File: src/sv/ambient_light_backlight_dimmer_defines.svh
// Assertion helpers shared by the dimmer RTL.
// Each helper is compiled out for synthesis.
`ifndef AMBIENT_LIGHT_BACKLIGHT_DIMMER_DEFINES_SVH
`define AMBIENT_LIGHT_BACKLIGHT_DIMMER_DEFINES_SVH

`ifndef SYNTHESIS

// Plain invariant, checked at every edge out of reset
`define ALBD_ASSERT(lbl, clk, rst_n, prop) \
  lbl: assert property (@(posedge clk) disable iff (!rst_n) (prop)) \
    else $error("albd: invariant check failed");

// Same-cycle implication
`define ALBD_ASSERT_IMP(lbl, clk, rst_n, ante, cons) \
  lbl: assert property (@(posedge clk) disable iff (!rst_n) (ante) |-> (cons)) \
    else $error("albd: implication check failed");

// Next-cycle implication
`define ALBD_ASSERT_NXT(lbl, clk, rst_n, ante, cons) \
  lbl: assert property (@(posedge clk) disable iff (!rst_n) (ante) |=> (cons)) \
    else $error("albd: next-cycle check failed");

`else

`define ALBD_ASSERT(lbl, clk, rst_n, prop)
`define ALBD_ASSERT_IMP(lbl, clk, rst_n, ante, cons)
`define ALBD_ASSERT_NXT(lbl, clk, rst_n, ante, cons)

`endif

`endif

File: src/sv/albd_pkg.sv
`timescale 1ns / 1ps

package albd_pkg;

  // Default build parameters
  localparam int TIME_BITS_DEF = 32;
  localparam int ADC_BITS_DEF  = 12;

  // Field widths
  localparam int SAMPLE_W = 12;
  localparam int IVL_W    = 16;
  localparam int RUN_W    = 8;
  localparam int FS_W     = 13;
  localparam int DUTY_W   = 8;
  localparam int PCT_W    = 7;
  localparam int MV_W     = 13;
  localparam int PROD_W   = SAMPLE_W + FS_W;

  // Run counters saturate here
  localparam logic [RUN_W-1:0] RUN_MAX = '1;

  // Configuration port
  localparam int CFG_DW = 32;
  localparam int CFG_AW = 5;

  // Register indexes (byte address / 4)
  localparam logic [2:0] REG_READ_IVL   = 3'd0;
  localparam logic [2:0] REG_CHANGE_IVL = 3'd1;
  localparam logic [2:0] REG_RUN_LEN    = 3'd2;
  localparam logic [2:0] REG_BRIGHT_THR = 3'd3;
  localparam logic [2:0] REG_FULL_SCALE = 3'd4;
  localparam logic [2:0] REG_BRIGHT_LVL = 3'd5;
  localparam logic [2:0] REG_DIM_LVL    = 3'd6;

  // Register reset values
  localparam logic [IVL_W-1:0]    READ_IVL_RST   = 16'd100;
  localparam logic [IVL_W-1:0]    CHANGE_IVL_RST = 16'd1000;
  localparam logic [RUN_W-1:0]    RUN_LEN_RST    = 8'd5;
  localparam logic [SAMPLE_W-1:0] BRIGHT_THR_RST = 12'd1985;
  localparam logic [FS_W-1:0]     FULL_SCALE_RST = 13'd3300;
  localparam logic [DUTY_W-1:0]   BRIGHT_LVL_RST = 8'd255;
  localparam logic [DUTY_W-1:0]   DIM_LVL_RST    = 8'd76;

  // Backlight duty after reset: full brightness
  localparam logic [DUTY_W-1:0]   DUTY_RST       = 8'd255;

  typedef struct packed {
    logic [IVL_W-1:0]    read_ivl;
    logic [IVL_W-1:0]    change_ivl;
    logic [RUN_W-1:0]    run_len;
    logic [SAMPLE_W-1:0] bright_thr;
    logic [FS_W-1:0]     full_scale;
    logic [DUTY_W-1:0]   bright_lvl;
    logic [DUTY_W-1:0]   dim_lvl;
  } albd_cfg_t;

  // Outcome of one sample through the control step
  typedef struct packed {
    logic              accept;
    logic              changed;
    logic [DUTY_W-1:0] duty;
  } albd_step_t;

endpackage

File: src/sv/albd_if.sv
`timescale 1ns / 1ps

// Sample channel: timestamp and raw ADC reading
interface albd_in_if import albd_pkg::*; #(
  parameter int TIME_BITS = TIME_BITS_DEF
) ();
  logic                 valid;
  logic                 ready;
  logic [TIME_BITS-1:0] time_ms;
  logic [SAMPLE_W-1:0]  light_sample;

  modport source (output valid, time_ms, light_sample, input ready);
  modport sink   (input valid, time_ms, light_sample, output ready);
endinterface

// Result channel: backlight duty and reporting values
interface albd_out_if import albd_pkg::*; ();
  logic              valid;
  logic              ready;
  logic [DUTY_W-1:0] duty_level;
  logic [PCT_W-1:0]  duty_percent;
  logic [MV_W-1:0]   light_mv;
  logic              level_changed;

  modport source (output valid, duty_level, duty_percent, light_mv, level_changed,
                  input ready);
  modport sink   (input valid, duty_level, duty_percent, light_mv, level_changed,
                  output ready);
endinterface

File: src/sv/albd_ctrl.sv
`timescale 1ns / 1ps

`include "ambient_light_backlight_dimmer_defines.svh"

module albd_ctrl import albd_pkg::*; #(
  parameter int TIME_BITS = TIME_BITS_DEF
) (
  input  logic                 clk,
  input  logic                 rst_n,
  input  albd_cfg_t            cfg,
  input  logic                 item_v,
  input  logic                 adv,
  input  logic [TIME_BITS-1:0] time_ms,
  input  logic [SAMPLE_W-1:0]  sample,
  output albd_step_t           step
);

  logic [TIME_BITS-1:0] last_smp_r;
  logic [TIME_BITS-1:0] last_chg_r;
  logic [RUN_W-1:0]     bright_run_r;
  logic [RUN_W-1:0]     dim_run_r;
  logic [DUTY_W-1:0]    duty_r;

  logic [TIME_BITS-1:0] since_smp;
  logic [TIME_BITS-1:0] since_chg;
  logic                 accept;
  logic                 rate_ok;
  logic                 bright;
  logic [RUN_W-1:0]     bright_run_nxt;
  logic [RUN_W-1:0]     dim_run_nxt;
  logic [DUTY_W-1:0]    duty_nxt;
  logic                 chg;
  logic                 upd;

  // Wrapping elapsed times against both timestamps
  assign since_smp = time_ms - last_smp_r;
  assign since_chg = time_ms - last_chg_r;
  assign accept    = since_smp >= TIME_BITS'(cfg.read_ivl);
  assign rate_ok   = since_chg >= TIME_BITS'(cfg.change_ivl);
  assign bright    = sample > cfg.bright_thr;
  assign upd       = item_v && adv && accept;

  // Run counting and level decision; bright is tested first
  always_comb begin
    bright_run_nxt = '0;
    dim_run_nxt    = '0;
    duty_nxt       = duty_r;
    chg            = 1'b0;
    if (bright) begin
      bright_run_nxt = (bright_run_r == RUN_MAX) ? RUN_MAX : bright_run_r + 8'd1;
    end else begin
      dim_run_nxt = (dim_run_r == RUN_MAX) ? RUN_MAX : dim_run_r + 8'd1;
    end
    if (bright_run_nxt >= cfg.run_len) begin
      if ((duty_r != cfg.bright_lvl) && rate_ok) begin
        duty_nxt       = cfg.bright_lvl;
        bright_run_nxt = '0;
        chg            = 1'b1;
      end
    end else if (dim_run_nxt >= cfg.run_len) begin
      if ((duty_r != cfg.dim_lvl) && rate_ok) begin
        duty_nxt    = cfg.dim_lvl;
        dim_run_nxt = '0;
        chg         = 1'b1;
      end
    end
  end

  // State commits when the sample is taken into the next stage
  always_ff @(posedge clk) begin
    if (!rst_n) begin
      last_smp_r   <= '0;
      last_chg_r   <= '0;
      bright_run_r <= '0;
      dim_run_r    <= '0;
      duty_r       <= DUTY_RST;
    end else if (upd) begin
      last_smp_r   <= time_ms;
      bright_run_r <= bright_run_nxt;
      dim_run_r    <= dim_run_nxt;
      duty_r       <= duty_nxt;
      if (chg) begin
        last_chg_r <= time_ms;
      end
    end
  end

  assign step.accept  = accept;
  assign step.changed = chg;
  assign step.duty    = duty_nxt;

  // At most one run is ever counting
  `ALBD_ASSERT(a_runs_excl, clk, rst_n, (bright_run_r == '0) || (dim_run_r == '0))
  // Duty moves only through a level change
  `ALBD_ASSERT_IMP(a_duty_on_change, clk, rst_n, $past(rst_n) && !$stable(duty_r),
                   $past(upd && chg))
  // Rate-limit timestamp moves only through a level change
  `ALBD_ASSERT_IMP(a_chg_time_on_change, clk, rst_n,
                   $past(rst_n) && !$stable(last_chg_r), $past(upd && chg))
  // A sample inside the read interval leaves the state alone
  `ALBD_ASSERT_NXT(a_reject_holds, clk, rst_n, item_v && adv && !accept,
                   $stable(last_smp_r) && $stable(bright_run_r) && $stable(dim_run_r))

endmodule

File: src/sv/albd_fmt.sv
`timescale 1ns / 1ps

module albd_fmt import albd_pkg::*; #(
  parameter int ADC_BITS = ADC_BITS_DEF
) (
  input  logic [DUTY_W-1:0] duty,
  input  logic [PROD_W-1:0] prod,
  output logic [PCT_W-1:0]  percent,
  output logic [MV_W-1:0]   mv
);

  // Fold steps for dividing a PROD_W value by 2^n-1, n >= 8
  localparam int FOLD_STEPS = 4;

  // Floor division by 2^n-1: add the high digit back into the low one,
  // then one final correction
  function automatic logic [PROD_W-1:0] div_mersenne(input logic [PROD_W-1:0] p,
                                                     input int unsigned n);
    logic [PROD_W-1:0] d;
    logic [PROD_W-1:0] q;
    logic [PROD_W-1:0] r;
    int                k;
    d = (PROD_W'(1) << n) - PROD_W'(1);
    q = '0;
    r = p;
    for (k = 0; k < FOLD_STEPS; k++) begin
      q = q + (r >> n);
      r = (r & d) + (r >> n);
    end
    if (r >= d) begin
      q = q + PROD_W'(1);
    end
    return q;
  endfunction

  logic [PROD_W-1:0] pct_x;
  logic [PROD_W-1:0] pct_q;
  logic [PROD_W-1:0] mv_q;

  // duty * 100 / 255
  assign pct_x   = PROD_W'(duty) * PROD_W'(100);
  assign pct_q   = div_mersenne(pct_x, DUTY_W);
  assign percent = pct_q[PCT_W-1:0];

  // sample * full scale / (2^ADC_BITS - 1)
  assign mv_q = div_mersenne(prod, ADC_BITS);
  assign mv   = mv_q[MV_W-1:0];

endmodule

File: src/sv/ambient_light_backlight_dimmer.sv
`timescale 1ns / 1ps

// Ambient-light backlight dimmer. Takes one sample beat per clock, back to
// back unless the result side stalls, and presents a registered result
// beat for each sample that falls outside the read interval; samples
// inside it produce no beat. The state update in albd_ctrl (elapsed-time
// checks, run counters, level choice) is the feedback loop that fixes the
// rate at one item per cycle; the millivolt product is registered and the
// two constant divisions by 2^n-1 run in the stage before the output
// register. Configuration registers sit on an APB-style port at byte
// address 4*index and are only to be written while no sample is in flight.
`include "ambient_light_backlight_dimmer_defines.svh"

module ambient_light_backlight_dimmer import albd_pkg::*; #(
  parameter int TIME_BITS = TIME_BITS_DEF,
  parameter int ADC_BITS  = ADC_BITS_DEF
) (
  input  logic              clk,
  input  logic              rst_n,
  albd_in_if.sink           in_ch,
  albd_out_if.source        out_ch,
  input  logic              cfg_psel,
  input  logic              cfg_penable,
  input  logic              cfg_pwrite,
  input  logic [CFG_AW-1:0] cfg_paddr,
  input  logic [CFG_DW-1:0] cfg_pwdata,
  output logic [CFG_DW-1:0] cfg_prdata,
  output logic              cfg_pready
);

  localparam logic [SAMPLE_W-1:0] SMP_MASK =
    (ADC_BITS >= SAMPLE_W) ? '1 : SAMPLE_W'((32'd1 << ADC_BITS) - 32'd1);

  albd_cfg_t cfg_r;
  logic      cfg_wr;

  // Configuration writes
  assign cfg_pready = 1'b1;
  assign cfg_wr     = cfg_psel && cfg_penable && cfg_pwrite;

  always_ff @(posedge clk) begin
    if (!rst_n) begin
      cfg_r.read_ivl   <= READ_IVL_RST;
      cfg_r.change_ivl <= CHANGE_IVL_RST;
      cfg_r.run_len    <= RUN_LEN_RST;
      cfg_r.bright_thr <= BRIGHT_THR_RST;
      cfg_r.full_scale <= FULL_SCALE_RST;
      cfg_r.bright_lvl <= BRIGHT_LVL_RST;
      cfg_r.dim_lvl    <= DIM_LVL_RST;
    end else if (cfg_wr) begin
      case (cfg_paddr[4:2])
        REG_READ_IVL:   cfg_r.read_ivl   <= cfg_pwdata[IVL_W-1:0];
        REG_CHANGE_IVL: cfg_r.change_ivl <= cfg_pwdata[IVL_W-1:0];
        REG_RUN_LEN:    cfg_r.run_len    <= cfg_pwdata[RUN_W-1:0];
        REG_BRIGHT_THR: cfg_r.bright_thr <= cfg_pwdata[SAMPLE_W-1:0];
        REG_FULL_SCALE: cfg_r.full_scale <= cfg_pwdata[FS_W-1:0];
        REG_BRIGHT_LVL: cfg_r.bright_lvl <= cfg_pwdata[DUTY_W-1:0];
        REG_DIM_LVL:    cfg_r.dim_lvl    <= cfg_pwdata[DUTY_W-1:0];
        default: ;
      endcase
    end
  end

  // Register readback
  always_comb begin
    case (cfg_paddr[4:2])
      REG_READ_IVL:   cfg_prdata = CFG_DW'(cfg_r.read_ivl);
      REG_CHANGE_IVL: cfg_prdata = CFG_DW'(cfg_r.change_ivl);
      REG_RUN_LEN:    cfg_prdata = CFG_DW'(cfg_r.run_len);
      REG_BRIGHT_THR: cfg_prdata = CFG_DW'(cfg_r.bright_thr);
      REG_FULL_SCALE: cfg_prdata = CFG_DW'(cfg_r.full_scale);
      REG_BRIGHT_LVL: cfg_prdata = CFG_DW'(cfg_r.bright_lvl);
      REG_DIM_LVL:    cfg_prdata = CFG_DW'(cfg_r.dim_lvl);
      default:        cfg_prdata = '0;
    endcase
  end

  // Pipeline occupancy and stage advance
  logic s1_v_r;
  logic s2_v_r;
  logic out_v_r;
  logic s3_free;
  logic s2_free;
  logic in_go;

  assign s3_free     = !out_v_r || out_ch.ready;
  assign s2_free     = !s2_v_r || s3_free;
  assign in_ch.ready = !s1_v_r || s2_free;
  assign in_go       = in_ch.valid && in_ch.ready;

  // Stage 1: input register
  logic [TIME_BITS-1:0] s1_time_r;
  logic [SAMPLE_W-1:0]  s1_smp_r;

  always_ff @(posedge clk) begin
    if (!rst_n) begin
      s1_v_r <= 1'b0;
    end else if (in_go) begin
      s1_v_r <= 1'b1;
    end else if (s2_free) begin
      s1_v_r <= 1'b0;
    end
  end

  always_ff @(posedge clk) begin
    if (in_go) begin
      s1_time_r <= in_ch.time_ms;
      s1_smp_r  <= in_ch.light_sample & SMP_MASK;
    end
  end

  // Control step on the stage-1 sample
  albd_step_t step;

  albd_ctrl #(
    .TIME_BITS (TIME_BITS)
  ) u_ctrl (
    .clk     (clk),
    .rst_n   (rst_n),
    .cfg     (cfg_r),
    .item_v  (s1_v_r),
    .adv     (s2_free),
    .time_ms (s1_time_r),
    .sample  (s1_smp_r),
    .step    (step)
  );

  // Stage 2: decision and millivolt product
  logic [DUTY_W-1:0] s2_duty_r;
  logic              s2_chg_r;
  logic [PROD_W-1:0] s2_prod_r;

  always_ff @(posedge clk) begin
    if (!rst_n) begin
      s2_v_r <= 1'b0;
    end else if (s2_free) begin
      s2_v_r <= s1_v_r && step.accept;
    end
  end

  always_ff @(posedge clk) begin
    if (s2_free) begin
      s2_duty_r <= step.duty;
      s2_chg_r  <= step.changed;
      s2_prod_r <= PROD_W'(s1_smp_r) * PROD_W'(cfg_r.full_scale);
    end
  end

  // Percent and millivolt scaling
  logic [PCT_W-1:0] pct;
  logic [MV_W-1:0]  mv;

  albd_fmt #(
    .ADC_BITS (ADC_BITS)
  ) u_fmt (
    .duty    (s2_duty_r),
    .prod    (s2_prod_r),
    .percent (pct),
    .mv      (mv)
  );

  // Stage 3: output register
  logic [DUTY_W-1:0] out_duty_r;
  logic [PCT_W-1:0]  out_pct_r;
  logic [MV_W-1:0]   out_mv_r;
  logic              out_chg_r;

  always_ff @(posedge clk) begin
    if (!rst_n) begin
      out_v_r <= 1'b0;
    end else if (s3_free) begin
      out_v_r <= s2_v_r;
    end
  end

  always_ff @(posedge clk) begin
    if (s3_free) begin
      out_duty_r <= s2_duty_r;
      out_pct_r  <= pct;
      out_mv_r   <= mv;
      out_chg_r  <= s2_chg_r;
    end
  end

  assign out_ch.valid         = out_v_r;
  assign out_ch.duty_level    = out_duty_r;
  assign out_ch.duty_percent  = out_pct_r;
  assign out_ch.light_mv      = out_mv_r;
  assign out_ch.level_changed = out_chg_r;

  // An empty output stage means the whole pipe can move
  `ALBD_ASSERT_IMP(a_ready_when_drained, clk, rst_n, !out_v_r, in_ch.ready)

endmodule

File: src/flat_wrapper.sv
// flat-port wrapper written by rule: the top's interface ports become plain ports
module ambient_light_backlight_dimmer_flat import albd_pkg::*;
#(
  parameter int TIME_BITS = TIME_BITS_DEF,
  parameter int ADC_BITS  = ADC_BITS_DEF
)
  (clk, rst_n, cfg_psel, cfg_penable, cfg_pwrite, cfg_paddr, cfg_pwdata, cfg_prdata, cfg_pready, in_ch_valid, in_ch_time_ms, in_ch_light_sample, in_ch_ready, out_ch_valid, out_ch_duty_level, out_ch_duty_percent, out_ch_light_mv, out_ch_level_changed, out_ch_ready);
  albd_in_if #(.TIME_BITS(TIME_BITS)) in_ch_i ();
  albd_out_if out_ch_i ();
  input  logic clk;
  input  logic rst_n;
  input  logic cfg_psel;
  input  logic cfg_penable;
  input  logic cfg_pwrite;
  input  logic [CFG_AW-1:0] cfg_paddr;
  input  logic [CFG_DW-1:0] cfg_pwdata;
  output logic [CFG_DW-1:0] cfg_prdata;
  output logic cfg_pready;
  input wire logic [$bits(in_ch_i.valid)-1:0] in_ch_valid;
  input wire logic [$bits(in_ch_i.time_ms)-1:0] in_ch_time_ms;
  input wire logic [$bits(in_ch_i.light_sample)-1:0] in_ch_light_sample;
  output wire logic [$bits(in_ch_i.ready)-1:0] in_ch_ready;
  output wire logic [$bits(out_ch_i.valid)-1:0] out_ch_valid;
  output wire logic [$bits(out_ch_i.duty_level)-1:0] out_ch_duty_level;
  output wire logic [$bits(out_ch_i.duty_percent)-1:0] out_ch_duty_percent;
  output wire logic [$bits(out_ch_i.light_mv)-1:0] out_ch_light_mv;
  output wire logic [$bits(out_ch_i.level_changed)-1:0] out_ch_level_changed;
  input wire logic [$bits(out_ch_i.ready)-1:0] out_ch_ready;
  assign in_ch_i.valid = in_ch_valid;
  assign in_ch_i.time_ms = in_ch_time_ms;
  assign in_ch_i.light_sample = in_ch_light_sample;
  assign in_ch_ready = in_ch_i.ready;
  assign out_ch_valid = out_ch_i.valid;
  assign out_ch_duty_level = out_ch_i.duty_level;
  assign out_ch_duty_percent = out_ch_i.duty_percent;
  assign out_ch_light_mv = out_ch_i.light_mv;
  assign out_ch_level_changed = out_ch_i.level_changed;
  assign out_ch_i.ready = out_ch_ready;
  ambient_light_backlight_dimmer #(.TIME_BITS(TIME_BITS), .ADC_BITS(ADC_BITS)) u_core (.clk(clk), .rst_n(rst_n), .in_ch(in_ch_i), .out_ch(out_ch_i), .cfg_psel(cfg_psel), .cfg_penable(cfg_penable), .cfg_pwrite(cfg_pwrite), .cfg_paddr(cfg_paddr), .cfg_pwdata(cfg_pwdata), .cfg_prdata(cfg_prdata), .cfg_pready(cfg_pready));
endmodule
File: config.mk
export PLATFORM = sky130hd
export DESIGN_NAME = ambient_light_backlight_dimmer_flat
export DESIGN_NICKNAME = d
export VERILOG_FILES = /design/src/sv/albd_pkg.sv /design/src/sv/albd_if.sv /design/src/sv/albd_ctrl.sv /design/src/sv/albd_fmt.sv /design/src/sv/ambient_light_backlight_dimmer.sv /design/src/flat_wrapper.sv
export VERILOG_INCLUDE_DIRS = /design/src /design/src/sv
export SDC_FILE = /design/constraint.sdc
export NUM_CORES = 1
export LEC_CHECK = 0
export BUFFER_PORTS_ARGS = -buffer_cell sky130_fd_sc_hd__buf_4
export CORE_ASPECT_RATIO = 0.8
export CORE_MARGIN = 8
export CORE_UTILIZATION = 34
export CTS_CLUSTER_DIAMETER = 30
export DETAILED_ROUTE_END_ITERATION = 12
export PLACE_DENSITY_LB_ADDON = 0.08
export REMOVE_ABC_BUFFERS = 1
export SYNTH_ARGS = -nofsm -noshare
export SYNTH_HDL_FRONTEND = slang
export SYNTH_HIERARCHICAL = 1
export SYNTH_SLANG_ARGS = --single-unit
File: constraint.sdc
create_clock -name clk -period 11 [get_ports clk]
set_clock_uncertainty 0.2 [all_clocks]
set_input_delay 1.65 -clock clk [delete_from_list [all_inputs] [get_ports clk]]
set_output_delay 1.65 -clock clk [all_outputs]
set_load 0.005 [all_outputs]
==> flow_summary.ini <==
[outcome]
status = finished clean

[grt]
grt_max_degree = 123
grt_pass1_wl_um = 123000
antenna_found_initial = 0
gr-usage-all-layers = 0.177
gr-usage-met2 = 0.245
grt_pass1_vias = 21435
overflow = 0
top_usage_layer = met1
use_met3 = 0.0341
met1_usage = 0.278

[cells_and_area]
nets = 3568
diodes = 0
final_common_cell = nand2_1
syn_to_final_growth_pct = 15.4
n_fill_cell = 7628
instances_no_fill = 4175
layout-drive-gt1-share = 0.0977
final_core_util = 0.398
layout_common_cells = 478 x nand2_1, 313 x inv_1, 252 x ha_1

[worst_setup_path]
r2r_slack_ns = 0.88
required_ns = 11.15
critPathCaptureType = flop
cp.arrival_ns = 10.27
crit_type = reg2reg
rr_worst_depth = 34
critPathSlowestCell = a211oi_2
r2r_end = u_core/out_ch.light_mv[12]
slowest_delay_ns = 0.55
r2r_start = u_core/s2_prod_r[12]
critPathLaunchType = flop
crit_fanout = 8
crit_path_frequent_cell = ha_1

[yosys]
synth_edf_count = 107
syn_inst = 3035
syn_area_mm2 = 0.0260
ys_types = 112
synth-warning-count = 6
avgSynthCellArea_um2 = 8.58
synth_seq_cells = 279
yosys_most_used_dff = dfxtp_1
async_reset_ff_frac = 0
synth_sequential_area_ratio = 0.256

[clock_tree]
htreeDepth = 3
postCtsHoldBufs = 0
postCtsResizedCells = 0
postCtsSetupBuffers = 0
cts_made_buffers = 71
clock-sinks = 279
insertion_delay_ns = 0.61
cts_tree = built
root_buffer = clkbuf_16
clockBufferDepth = 3
clkTransAtPathRegs_ns = 0.04

[pwr]
p_switching_mw = 2.34
seq_power_share = 0.224
comb_power_share = 0.433
peakVddDrop_mv = 0.109
internal-power_mw = 3.56
switching_share = 0.397
p_per_area_mw_per_mm2 = 196
p_clk_frac = 0.343
fin_total_pwr_mw = 5.90
power_leakage_nw = 12.8

[timing]
maxSlewViolCount = 0
setup_violations = 0
holdWs_ns = 0.256
min_period_ns = 10.12
maxClockFrequency_mhz = 98.8
worst_pin_slew_ns = 1.12
hold_violations = 0
fin_setup_tns_ns = 0
period_share = 0.920
rsz0062_at_grt = no
relSlewSlack = 0.252

[drt]
vias = 22025
postRouteAntennaNets = 0
wl_per_cell_um = 18.8
drc = 0
drt-pass1-iter-count = 9
first_iter_violations = 1307
routed_wl_um = 78400
viasPerCell = 5.28

[placed_design]
gp_congestion = 0.903
place_hpwl_um = 61300
dp_cells = 4045
io_buffers = 116

[hold_path]
holdCritStartpoint = u_core/u_ctrl/last_smp_r[8]
hold_path.class = reg2reg
whs_endpoint = u_core/u_ctrl/last_smp_r[8]
hold_depth = 2

[floorplan]
rows = 90
initial_utilization = 0.345
core_mm2 = 0.0756
die_w_um = 325
pin_count = 152
die-area_mm2 = 0.0857
die-height_um = 264

[flow_run]
max-cap-violations = 0
[metrics by stage]
stage | worst slack, ns | cell area (um^2)
finish | 0.877 | 30000
global placement | 1.01 | 27600
detailed placement | 0.815 | 27600
CTS | 0.791 | 30000
floorplan | 2.36 | 25400
global route | 0.0119 | 30000
[power groups by stage]
stage	logic (mW)	clock network, mW	registers, mW
final	2.56	2.02	1.32
after global routing	2.85	2.14	1.33
after CTS	2.55	2.08	1.32
after detailed placement	2.53	0	1.34
after global placement	2.52	0	1.34
after floorplan	1.84	0	1.30
[how the worst max path moves through the flow]
| stage | start | end | cells after the start |
|---|---|---|---|
| 3_5_place_dp | u_core/s2_prod_r[12] | u_core/out_ch.light_mv[12] | 34 |
| 3_3_place_gp | u_core/s2_prod_r[12] | u_core/out_ch.light_mv[12] | 34 |
| 4_1_cts | u_core/s2_prod_r[12] | u_core/out_ch.light_mv[12] | 34 |
| 6_report | u_core/s2_prod_r[12] | u_core/out_ch.light_mv[12] | 34 |
| 5_1_grt | u_core/s2_prod_r[12] | u_core/out_ch.light_mv[12] | 34 |
| 2_1_floorplan | u_core/s2_prod_r[12] | u_core/out_ch.light_mv[12] | 34 |
[kinds of logic after synthesis]
logic type	Yosys count	share of synthesized area
other	2	0.000288
buffers and inverters	453	0.0707
adder cells (fa/ha/maj)	374	0.215
flip-flops	279	0.256
multiplexers	137	0.0540
AO/OA/AOI/OAI	604	0.161
AND/OR/NAND/NOR	1045	0.196
XOR/XNOR	141	0.0482
[registers in the layout, summed over array words and instances, names as in the netlist]
name	count
u_core/out_ch.duty_level	8
u_core/out_ch.level_changed	1
u_core/out_ch.valid	1
u_core/u_ctrl/bright_run_r	8
u_core/s2_v_r	1
u_core/u_ctrl/dim_run_r	8
u_core/u_ctrl/last_chg_r	32
u_core/s2_chg_r	1
u_core/out_ch.duty_percent	7
u_core/s2_duty_r	8
u_core/cfg_r	81
u_core/s1_v_r	1
u_core/s1_time_r	32
u_core/u_ctrl/duty_r	8
u_core/u_ctrl/last_smp_r	32
u_core/out_ch.light_mv	13
u_core/s1_smp_r	12
u_core/s2_prod_r	25
[synthesized netlist by cell type, types with 8 or more instances]
master / instances / area [um^2]
o211ai_1: 37 / 278
a21oi_1: 149 / 746
a22oi_1: 15 / 113
fa_1: 122 / 2440
o21ai_1: 11 / 55.1
and2_1: 73 / 457
mux2i_1: 127 / 1270
clkbuf_1: 83 / 312
nor4_1: 28 / 175
nand2_1: 479 / 1800
dfxtp_1: 172 / 3440
a2111oi_0: 9 / 78.8
o21a_1: 29 / 218
o2111ai_1: 9 / 78.8
o221ai_1: 12 / 105
nor3_1: 36 / 180
a31oi_1: 15 / 93.8
or4_1: 9 / 67.6
nor2b_1: 26 / 163
o22ai_1: 15 / 93.8
nand3_1: 76 / 380
edfxtp_1: 107 / 3210
xnor2_1: 83 / 727
nand2b_1: 22 / 138
nand4_1: 37 / 231
o21ai_0: 88 / 440
a21boi_1: 23 / 173
buf_4: 24 / 180
o21bai_1: 13 / 97.6
and3_1: 28 / 175
inv_1: 313 / 1170
nor2_1: 140 / 526
a211oi_1: 16 / 120
xor2_1: 56 / 490
a211o_1: 17 / 149
ha_1: 252 / 3150
a21o_1: 41 / 308
a21boi_0: 23 / 173
or3_1: 18 / 113
or2_2: 8 / 50.1
buf_2: 28 / 140
[cell type report]
cell class,count,area (um^2),share of cell area
sequential,279,6660,0.222
multi-input combinational,2318,17600,0.587
inverter,314,1180,0.0392
timing repair buffer,122,920,0.0306
clock buffer,83,1850,0.0617
tap,1012,1270,0.0422
clock inverter,47,536,0.0178
[critical path: cells and delay by family, from the launching register on]
kind,cells,cell delay (ns)
AND/OR/NAND/NOR,15,3.77
adder cells (fa/ha/maj),9,2.97
AO/OA/AOI/OAI,8,2.05
flip-flops,1,0.47
XOR/XNOR,2,0.39
[layer usage]
layer,wire [um],up-vias
met4,1180,0
met1,41400,10666
met2,31100,564
met5,0,-
met3,4830,78
li1,-,10717
(Power assumes the default switching activity.)
